===== config.mk =====
export PLATFORM = sky130hd
export DESIGN_NAME = stack_arithmetic_unit
export DESIGN_NICKNAME = d
export VERILOG_FILES = /design/src/sau_pkg.sv /design/src/sau_alu.sv /design/src/stack_arithmetic_unit.sv
export SDC_FILE = /design/constraint.sdc
export NUM_CORES = 2
export LEC_CHECK = 0
export ABC_AREA = 0
export BUFFER_PORTS_ARGS = -buffer_cell sky130_fd_sc_hd__buf_4
export CAP_MARGIN = 20
export CORE_MARGIN = 1.5
export CORE_UTILIZATION = 50
export DETAILED_ROUTE_END_ITERATION = 10
export PLACE_DENSITY = 0.71
export SYNTH_ARGS = -nofsm -noshare
export SYNTH_HDL_FRONTEND = slang
export SYNTH_SLANG_ARGS = --single-unit

===== constraint.sdc =====
create_clock -name clk -period 7.2 [get_ports clk]
set_input_delay 0.36 -clock clk [delete_from_list [all_inputs] [get_ports clk]]
set_output_delay 0.36 -clock clk [all_outputs]
set_load 0.005 [all_outputs]

===== src/sau_pkg.sv =====
// Shared types and constants of the stack arithmetic unit.
package sau_pkg;

  localparam int KIND_W   = 3;
  localparam int STATUS_W = 2;
  localparam int TOP_W    = 32;
  localparam int DEPTH_W  = 7;

  localparam logic [KIND_W-1:0] KIND_PUSH = 3'd0;
  localparam logic [KIND_W-1:0] KIND_SUB  = 3'd1;
  localparam logic [KIND_W-1:0] KIND_MUL  = 3'd2;
  localparam logic [KIND_W-1:0] KIND_DIV  = 3'd3;
  localparam logic [KIND_W-1:0] KIND_MOD  = 3'd4;

  localparam logic [STATUS_W-1:0] ST_OK      = 2'd0;
  localparam logic [STATUS_W-1:0] ST_SHORT   = 2'd1;
  localparam logic [STATUS_W-1:0] ST_DIVZERO = 2'd2;
  localparam logic [STATUS_W-1:0] ST_FULL    = 2'd3;

  typedef struct packed {
    logic              start;
    logic [KIND_W-1:0] kind;
  } alu_req_t;

endpackage


===== src/sau_alu.sv =====
// Iterative arithmetic unit: one shared adder does sub, shift-add mul and restoring div/mod.
module sau_alu #(
  parameter int WORD_WIDTH = 32
) (
  input  logic                  clk,
  input  logic                  rst,
  input  sau_pkg::alu_req_t     req,
  input  logic [WORD_WIDTH-1:0] a,
  input  logic [WORD_WIDTH-1:0] b,
  output logic                  done,
  output logic [WORD_WIDTH-1:0] result
);

  localparam int W  = WORD_WIDTH;
  localparam int CW = $clog2(WORD_WIDTH);

  localparam logic [2:0] A_IDLE = 3'd0;
  localparam logic [2:0] A_SUB  = 3'd1;
  localparam logic [2:0] A_ABSA = 3'd2;
  localparam logic [2:0] A_ABSB = 3'd3;
  localparam logic [2:0] A_MUL  = 3'd4;
  localparam logic [2:0] A_DIV  = 3'd5;
  localparam logic [2:0] A_FIX  = 3'd6;

  logic [2:0]    state;
  logic [CW-1:0] cnt;
  logic [W-1:0]  acc;
  logic [W-1:0]  q;
  logic [W-1:0]  m;
  logic          neg;
  logic          is_mod;

  logic [W-1:0]  add_x;
  logic [W-1:0]  add_y;
  logic          add_inv;
  logic [W:0]    y_ext;
  logic [W:0]    sum;
  logic [W-1:0]  rem_sh;

  assign rem_sh = {acc[W-2:0], q[W-1]};

  always_comb begin
    add_x   = '0;
    add_y   = '0;
    add_inv = 1'b0;
    case (state)
      A_SUB: begin
        add_x   = q;
        add_y   = m;
        add_inv = 1'b1;
      end
      A_ABSA: begin
        add_y   = q;
        add_inv = q[W-1];
      end
      A_ABSB: begin
        add_y   = m;
        add_inv = m[W-1];
      end
      A_MUL: begin
        add_x = acc;
        add_y = m;
      end
      A_DIV: begin
        add_x   = rem_sh;
        add_y   = m;
        add_inv = 1'b1;
      end
      A_FIX: begin
        add_y   = is_mod ? acc : q;
        add_inv = neg;
      end
      default: begin
        add_x   = '0;
      end
    endcase
    y_ext = {1'b0, add_y};
    sum   = {1'b0, add_x} + (add_inv ? ~y_ext : y_ext) + (W+1)'(add_inv);
  end

  // Sequencer
  always_ff @(posedge clk) begin
    if (rst) begin
      state <= A_IDLE;
      cnt   <= '0;
      done  <= 1'b0;
    end else begin
      done <= 1'b0;
      case (state)
        A_IDLE: begin
          if (req.start) begin
            cnt <= CW'(W - 1);
            if (req.kind == sau_pkg::KIND_SUB) begin
              state <= A_SUB;
            end else if (req.kind == sau_pkg::KIND_MUL) begin
              state <= A_MUL;
            end else begin
              state <= A_ABSA;
            end
          end
        end
        A_SUB: begin
          done  <= 1'b1;
          state <= A_IDLE;
        end
        A_ABSA: state <= A_ABSB;
        A_ABSB: state <= A_DIV;
        A_MUL: begin
          cnt <= cnt - CW'(1);
          if (cnt == '0) begin
            done  <= 1'b1;
            state <= A_IDLE;
          end
        end
        A_DIV: begin
          cnt <= cnt - CW'(1);
          if (cnt == '0) begin
            state <= A_FIX;
          end
        end
        A_FIX: begin
          done  <= 1'b1;
          state <= A_IDLE;
        end
        default: state <= A_IDLE;
      endcase
    end
  end

  // Datapath
  always_ff @(posedge clk) begin
    case (state)
      A_IDLE: begin
        if (req.start) begin
          q      <= a;
          m      <= b;
          acc    <= '0;
          is_mod <= (req.kind == sau_pkg::KIND_MOD);
          neg    <= (req.kind == sau_pkg::KIND_MOD) ? a[W-1] : (a[W-1] ^ b[W-1]);
        end
      end
      A_SUB: result <= sum[W-1:0];
      A_ABSA: q <= sum[W-1:0];
      A_ABSB: m <= sum[W-1:0];
      A_MUL: begin
        // add the shifted multiplicand where the multiplier bit is set
        if (q[0]) begin
          acc <= sum[W-1:0];
        end
        m      <= m << 1;
        q      <= q >> 1;
        result <= q[0] ? sum[W-1:0] : acc;
      end
      A_DIV: begin
        // keep the trial difference when it does not go negative
        acc <= sum[W] ? rem_sh : sum[W-1:0];
        q   <= {q[W-2:0], ~sum[W]};
      end
      A_FIX: result <= sum[W-1:0];
      default: begin
        result <= result;
      end
    endcase
  end

endmodule


===== src/stack_arithmetic_unit.sv =====
// Top level of the stack arithmetic unit: stack memory, depth counter and item sequencer.
//
// Usage: the input channel (in_valid/in_stall, kind, push_value) carries one operation per
// item: push, sub, mul, div or mod. Every accepted item yields exactly one result item on the
// output channel (out_valid/out_stall, status, top_value, stack_depth) reporting the status,
// the new top of stack (zero when empty) and the entry count.
// Work per item: push, an unused kind and a short stack need no arithmetic, nor does
// division by zero; mul takes one shift-add step per bit, and div and mod take two sign
// steps, one restoring step per bit and one sign fix.
// One item is in flight at a time; in_stall is high from acceptance until the result is
// loaded into the output register, so a new item can be taken in the cycle in which the
// last one's result appears.
// If the receiver stalls, the result holds in the output register and the next item may
// still be accepted and worked; it waits to be loaded until the register frees.
// Reset empties the stack and drops any pending result; stack entries are not cleared.
module stack_arithmetic_unit #(
  parameter int STACK_DEPTH = 64,
  parameter int WORD_WIDTH  = 32
) (
  input  logic                                clk,
  input  logic                                rst,
  input  logic                                in_valid,
  output logic                                in_stall,
  input  logic [sau_pkg::KIND_W-1:0]          kind,
  input  logic signed [31:0]                  push_value,
  output logic                                out_valid,
  input  logic                                out_stall,
  output logic [sau_pkg::STATUS_W-1:0]        status,
  output logic signed [sau_pkg::TOP_W-1:0]    top_value,
  output logic [sau_pkg::DEPTH_W-1:0]         stack_depth
);

  localparam int AW = (STACK_DEPTH > 1) ? $clog2(STACK_DEPTH) : 1;
  localparam int DW = $clog2(STACK_DEPTH + 1);
  localparam int TW = sau_pkg::TOP_W;
  localparam int OW = sau_pkg::DEPTH_W;

  localparam logic [1:0] S_IDLE = 2'd0;
  localparam logic [1:0] S_READ = 2'd1;
  localparam logic [1:0] S_WAIT = 2'd2;
  localparam logic [1:0] S_DONE = 2'd3;

  logic [1:0]                     state;
  logic [DW-1:0]                  depth_count;
  logic [WORD_WIDTH-1:0]          top_word;
  logic [WORD_WIDTH-1:0]          rd_data;
  logic [sau_pkg::KIND_W-1:0]     kind_r;
  logic [sau_pkg::STATUS_W-1:0]   status_r;

  logic [WORD_WIDTH-1:0]          stack_mem [STACK_DEPTH];

  logic                           accept;
  logic                           is_full;
  logic                           is_short;
  logic [DW-1:0]                  depth_m2;
  logic [AW-1:0]                  second_addr;
  logic [WORD_WIDTH-1:0]          push_word;
  logic                           wr_en;
  logic [AW-1:0]                  wr_addr;
  logic [WORD_WIDTH-1:0]          wr_data;
  logic                           out_room;
  logic                           is_divide;

  sau_pkg::alu_req_t              alu_req;
  logic                           alu_done;
  logic [WORD_WIDTH-1:0]          alu_result;

  assign in_stall    = (state != S_IDLE);
  assign accept      = in_valid && (state == S_IDLE);
  assign is_full     = (depth_count == DW'(STACK_DEPTH));
  assign is_short    = (depth_count < DW'(2));
  assign depth_m2    = depth_count - DW'(2);
  assign second_addr = depth_m2[AW-1:0];
  assign push_word   = WORD_WIDTH'(push_value);
  assign out_room    = !out_valid || !out_stall;
  assign is_divide   = (kind_r == sau_pkg::KIND_DIV) || (kind_r == sau_pkg::KIND_MOD);

  // Start the shared unit once the second operand is out of memory and, for div and mod, the divisor is nonzero
  assign alu_req.start = (state == S_READ) && !(is_divide && (top_word == '0));
  assign alu_req.kind  = kind_r;

  sau_alu #(
    .WORD_WIDTH (WORD_WIDTH)
  ) u_alu (
    .clk    (clk),
    .rst    (rst),
    .req    (alu_req),
    .a      (rd_data),
    .b      (top_word),
    .done   (alu_done),
    .result (alu_result)
  );

  // Single write port: a push writes above the top, an operation overwrites the second entry
  always_comb begin
    wr_en   = 1'b0;
    wr_addr = depth_count[AW-1:0];
    wr_data = push_word;
    if (accept && (kind == sau_pkg::KIND_PUSH) && !is_full) begin
      wr_en = 1'b1;
    end else if ((state == S_WAIT) && alu_done) begin
      wr_en   = 1'b1;
      wr_addr = second_addr;
      wr_data = alu_result;
    end
  end

  always_ff @(posedge clk) begin
    if (wr_en) begin
      stack_mem[wr_addr] <= wr_data;
    end
    rd_data <= stack_mem[second_addr];
  end

  // Sequencer and stack pointer
  always_ff @(posedge clk) begin
    if (rst) begin
      state       <= S_IDLE;
      depth_count <= '0;
    end else begin
      case (state)
        S_IDLE: begin
          if (accept) begin
            if (kind == sau_pkg::KIND_PUSH) begin
              if (!is_full) begin
                depth_count <= depth_count + DW'(1);
              end
              state <= S_DONE;
            end else if ((kind > sau_pkg::KIND_MOD) || is_short) begin
              state <= S_DONE;
            end else begin
              state <= S_READ;
            end
          end
        end
        S_READ: state <= alu_req.start ? S_WAIT : S_DONE;
        S_WAIT: begin
          if (alu_done) begin
            depth_count <= depth_count - DW'(1);
            state       <= S_DONE;
          end
        end
        S_DONE: begin
          if (out_room) begin
            state <= S_IDLE;
          end
        end
        default: state <= S_IDLE;
      endcase
    end
  end

  // Cached top word and item status
  always_ff @(posedge clk) begin
    case (state)
      S_IDLE: begin
        kind_r <= kind;
        if (accept) begin
          if (kind == sau_pkg::KIND_PUSH) begin
            status_r <= is_full ? sau_pkg::ST_FULL : sau_pkg::ST_OK;
            if (!is_full) begin
              top_word <= push_word;
            end
          end else if (kind > sau_pkg::KIND_MOD) begin
            status_r <= sau_pkg::ST_OK;
          end else if (is_short) begin
            status_r <= sau_pkg::ST_SHORT;
          end else begin
            status_r <= sau_pkg::ST_OK;
          end
        end
      end
      S_READ: begin
        if (!alu_req.start) begin
          status_r <= sau_pkg::ST_DIVZERO;
        end
      end
      S_WAIT: begin
        if (alu_done) begin
          top_word <= alu_result;
        end
      end
      default: begin
        top_word <= top_word;
      end
    endcase
  end

  // Output register: load when free or being taken, drop once taken
  always_ff @(posedge clk) begin
    if (rst) begin
      out_valid <= 1'b0;
    end else if ((state == S_DONE) && out_room) begin
      out_valid <= 1'b1;
    end else if (!out_stall) begin
      out_valid <= 1'b0;
    end
  end

  always_ff @(posedge clk) begin
    if ((state == S_DONE) && out_room) begin
      status      <= status_r;
      top_value   <= (depth_count != '0) ? TW'($signed(top_word)) : '0;
      stack_depth <= OW'(depth_count);
    end
  end

endmodule

==> results.sh <==
export IMPL_reg2reg_depth=16
export IMPL_finalCriticalPeriod_ns=5.80
export IMPL_cp_cell_sequence="nor2b_2 > buf_4 > a31oi_1 > nand2_1 > buf_4 > xnor2_1 > ha_1 > nor2b_1 > o31a_1 > o31a_1 > a22o_1 > o211ai_2 > o2111ai_1 > nand3_4 > mux2_2 > o22ai_1"
export IMPL_drv_slew=0
export IMPL_wl_per_cell_um=32.1
export IMPL_min_period_over_period=0.805
export IMPL_synth_top_area_frac=0.720
export IMPL_utilization=0.570
export IMPL_cts_tree="done"
export IMPL_num_rows=159
export IMPL_gp_congestion=0.936
export IMPL_die_y_um=437
export IMPL_combPwrFrac=0.287
export IMPL_grt_ovfl_total=0
export IMPL_cts_root_buffer_cell="clkbuf_16"
export IMPL_synth_area_um2=94100
export IMPL_numClockSinks=2307
export IMPL_antenna_found_initial=22
export IMPL_criticalPathCategory="reg -> reg"
export IMPL_drive_above_1_share=0.278
export IMPL_ys_warn_count=0
export IMPL_wirelength_um=245000
export IMPL_synth_fp_nets=4812
export IMPL_clk_latency_ns=0.87
export IMPL_syn_to_final_growth_pct=13.5
export IMPL_num_vias=49478
export IMPL_required_ns=7.87
export IMPL_synth_cell_types=85
export IMPL_dp_hpwl_um=148000
export IMPL_switching_share=0.324
export IMPL_crit_fanout=46
export IMPL_rsz0062_at_grt="no"
export IMPL_synth_area_leader_cell="edfxtp_1"
export IMPL_drt_iter0_markers=6943
export IMPL_drc=0
export IMPL_nets=5031
export IMPL_drtPass1Iterations=9
export IMPL_htree_levels=4
export IMPL_cap_violations=0
export IMPL_finalHoldViolCount=0
export IMPL_p_per_area_nw_per_um2=374
export IMPL_crit_slowest_cell="dfxtp_4"
export IMPL_syn_inst=4727
export IMPL_start_util=0.502
export IMPL_nFillCells=13622
export IMPL_yosys_top_cells_area="edfxtp_1 (72%), mux4_2 (16%), mux2i_1 (1.2%)"
export IMPL_grt_pass1_vias=48622
export IMPL_final_antenna_net_count=0
export IMPL_grt_usage=0.256
export IMPL_p_sw_uw=12900
export IMPL_grt_start_max_net_pins=137
export IMPL_p_leak_uw=0.0333
export IMPL_synth_avg_cell_area_um2=19.9
export IMPL_min_path_type="in -> reg"
export IMPL_slowest_delay_ns=0.68
export IMPL_die_area_um2=191000
export IMPL_whs_path_depth=3
export IMPL_status="finished, final reports clean"
export IMPL_die_w_um=437
export IMPL_async_reset_ff_frac=0
export IMPL_synth_seq_cells=2307
export IMPL_clk_pin_slew_ns=0.06
export IMPL_synth_seq_area_share=0.731
export IMPL_cts_buffer_depth=3
export IMPL_synthFlopType="edfxtp_1"
export IMPL_cp_start_kind="register"
export IMPL_grt_pass1_wl_um=352000
export IMPL_numPortBuffers=81
export IMPL_end_kind="register"
export IMPL_p_seq_frac=0.421
export IMPL_worstMarginPinSlew_ns=1.27
export IMPL_core_area_um2=187000
export IMPL_numCtsBuffers=222
export IMPL_setup_tns_ns=0
export IMPL_cts_setup_buffers=0
export IMPL_p_int_uw=27000
export IMPL_max_freq_mhz=173
export IMPL_ir_drop_mv=0.281
export IMPL_critPathArrivalTime_ns=6.46
export IMPL_max_slew_margin=0.154
export IMPL_viasPerCell=6.48
export IMPL_clockPowerShare=0.292
export IMPL_ios=82
export IMPL_synth_edf_count=2256
export IMPL_setup_viol=0
export IMPL_clock_skew_ns=0.0596
## final timing paths
check | start | to | slack (ns)
max | u_alu.state[1]$_SDFFE_PP0P_ | u_alu.acc[3]$_DFFE_PP_ | 1.40
min | in_valid | status_r[0]$_SDFFCE_PP0P_ | 0.05
max reg2reg | u_alu.state[1]$_SDFFE_PP0P_ | u_alu.acc[3]$_DFFE_PP_ | 1.40
min reg2reg | status_r[1]$_SDFFCE_PP1P_ | status[1]$_DFFE_PP_ | 0.44
## per-stage QoR
step	cells	worst slack (ns)	power (µW)	hold slack [ns]	cell area, µm²
floorplan	4727	1.48	24200	0.400	94100
global placement	7156	1.63	28200	0.465	98500
detailed placement	7173	1.57	28300	0.444	98900
CTS	7623	1.53	39800	0.00371	107000
global route	7630	1.04	41200	0.0451	107000
finish	7633	1.40	39900	0.0459	107000
## repair_timing
item	in CTS	in global routing
resized for setup	0	0
endpoints found under the hold margin	54	0
hold buffers	37	0
## power by group through the flow
stage	clock network (µW)	registers [µW]	logic (µW)
after CTS	11800	16700	11300
final	11600	16800	11500
after floorplan	0	16500	7740
after global routing	12200	16800	12100
after detailed placement	0	17000	11300
after global placement	0	17000	11200
## flip-flops by register name, indices dropped and copies added, names as in the netlist
signal and cells:
rd_data 32, u_alu.acc 32, u_alu.q 32, status 2
u_alu.result 32, stack_mem 2048, depth_count 7, out_valid 1
stack_depth 7, u_alu.cnt 5, u_alu.neg 1, kind_r 3
u_alu.m 32, top_word 32, status_r 2, u_alu.state 3
state 2, u_alu.is_mod 1, u_alu.done 1, top_value 32
## Yosys cell counts, drive strengths merged (4+ instances only)
cell,count
a211oi,28
a21boi,4
a21o,23
a21oi,119
a221o,4
a222oi,29
a22oi,33
a311oi,5
a31oi,30
and2,45
and3,9
buf,106
clkbuf,177
dfxtp,51
edfxtp,2256
ha,44
inv,37
mux2,59
mux2i,109
mux4,657
nand2,279
nand2b,19
nand3,11
nand3b,4
nand4,17
nor2,204
nor2b,24
nor3,28
nor4,10
o211ai,9
o21a,10
o21ai,108
o21bai,11
o22ai,31
o311ai,4
o31a,5
or2,4
or3,5
xnor2,52
xor2,19
## cell type report
class                           instances  area, µm²  share of cell area
Antenna cell                            3       7.51           0.0000703
Clock buffer                          278       5900              0.0552
Clock inverter                        135       1450              0.0135
Inverter                               37        139             0.00130
Multi-Input combinational cell       2100      24700               0.231
Sequential cell                      2307      68800               0.644
Tap cell                             2495       3120              0.0292
Timing Repair Buffer                  278       2650              0.0248
## critical path, delay by kind of cell, from the launching register on
kind / cells / cell delay, ns
flip-flops: 1 / 0.68
adder cells (fa/ha/maj): 1 / 0.46
AND/OR/NAND/NOR: 4 / 1.23
AO/OA/AOI/OAI: 7 / 1.66
multiplexers: 1 / 0.52
XOR/XNOR: 1 / 0.15
buffers and inverters: 2 / 0.86
## layer usage
metal,global-route usage,share of wire
met2,0.405,0.48
met3,0.0452,0.099
met1,0.366,0.39
met4,0.0805,0.033
met5,0,0.00017
## cell usage in the layout (no fill, tap or decap), drive strengths merged, types with 31 or more instances in the layout
cell,Yosys,layout
a21oi,119,119
a22oi,33,33
nand2,279,279
clkinv,0,100
mux2i,109,109
xnor2,52,52
o21ai,108,108
mux2,59,59
dlygate4sd3,0,37
inv,37,44
and2,45,45
buf,106,241
mux4,657,657
nor2,204,204
o22ai,31,31
edfxtp,2256,2256
clkbuf,177,278
dfxtp,51,51
ha,44,44
## cell families after synthesis
family / Yosys count / synth area share
XOR/XNOR: 71 / 0.00677
AND/OR/NAND/NOR: 670 / 0.0316
buffers and inverters: 320 / 0.0140
multiplexers: 825 / 0.176
flip-flops: 2307 / 0.731
AO/OA/AOI/OAI: 488 / 0.0343
adder cells (fa/ha/maj): 46 / 0.00628
(Power assumes the default switching activity.)
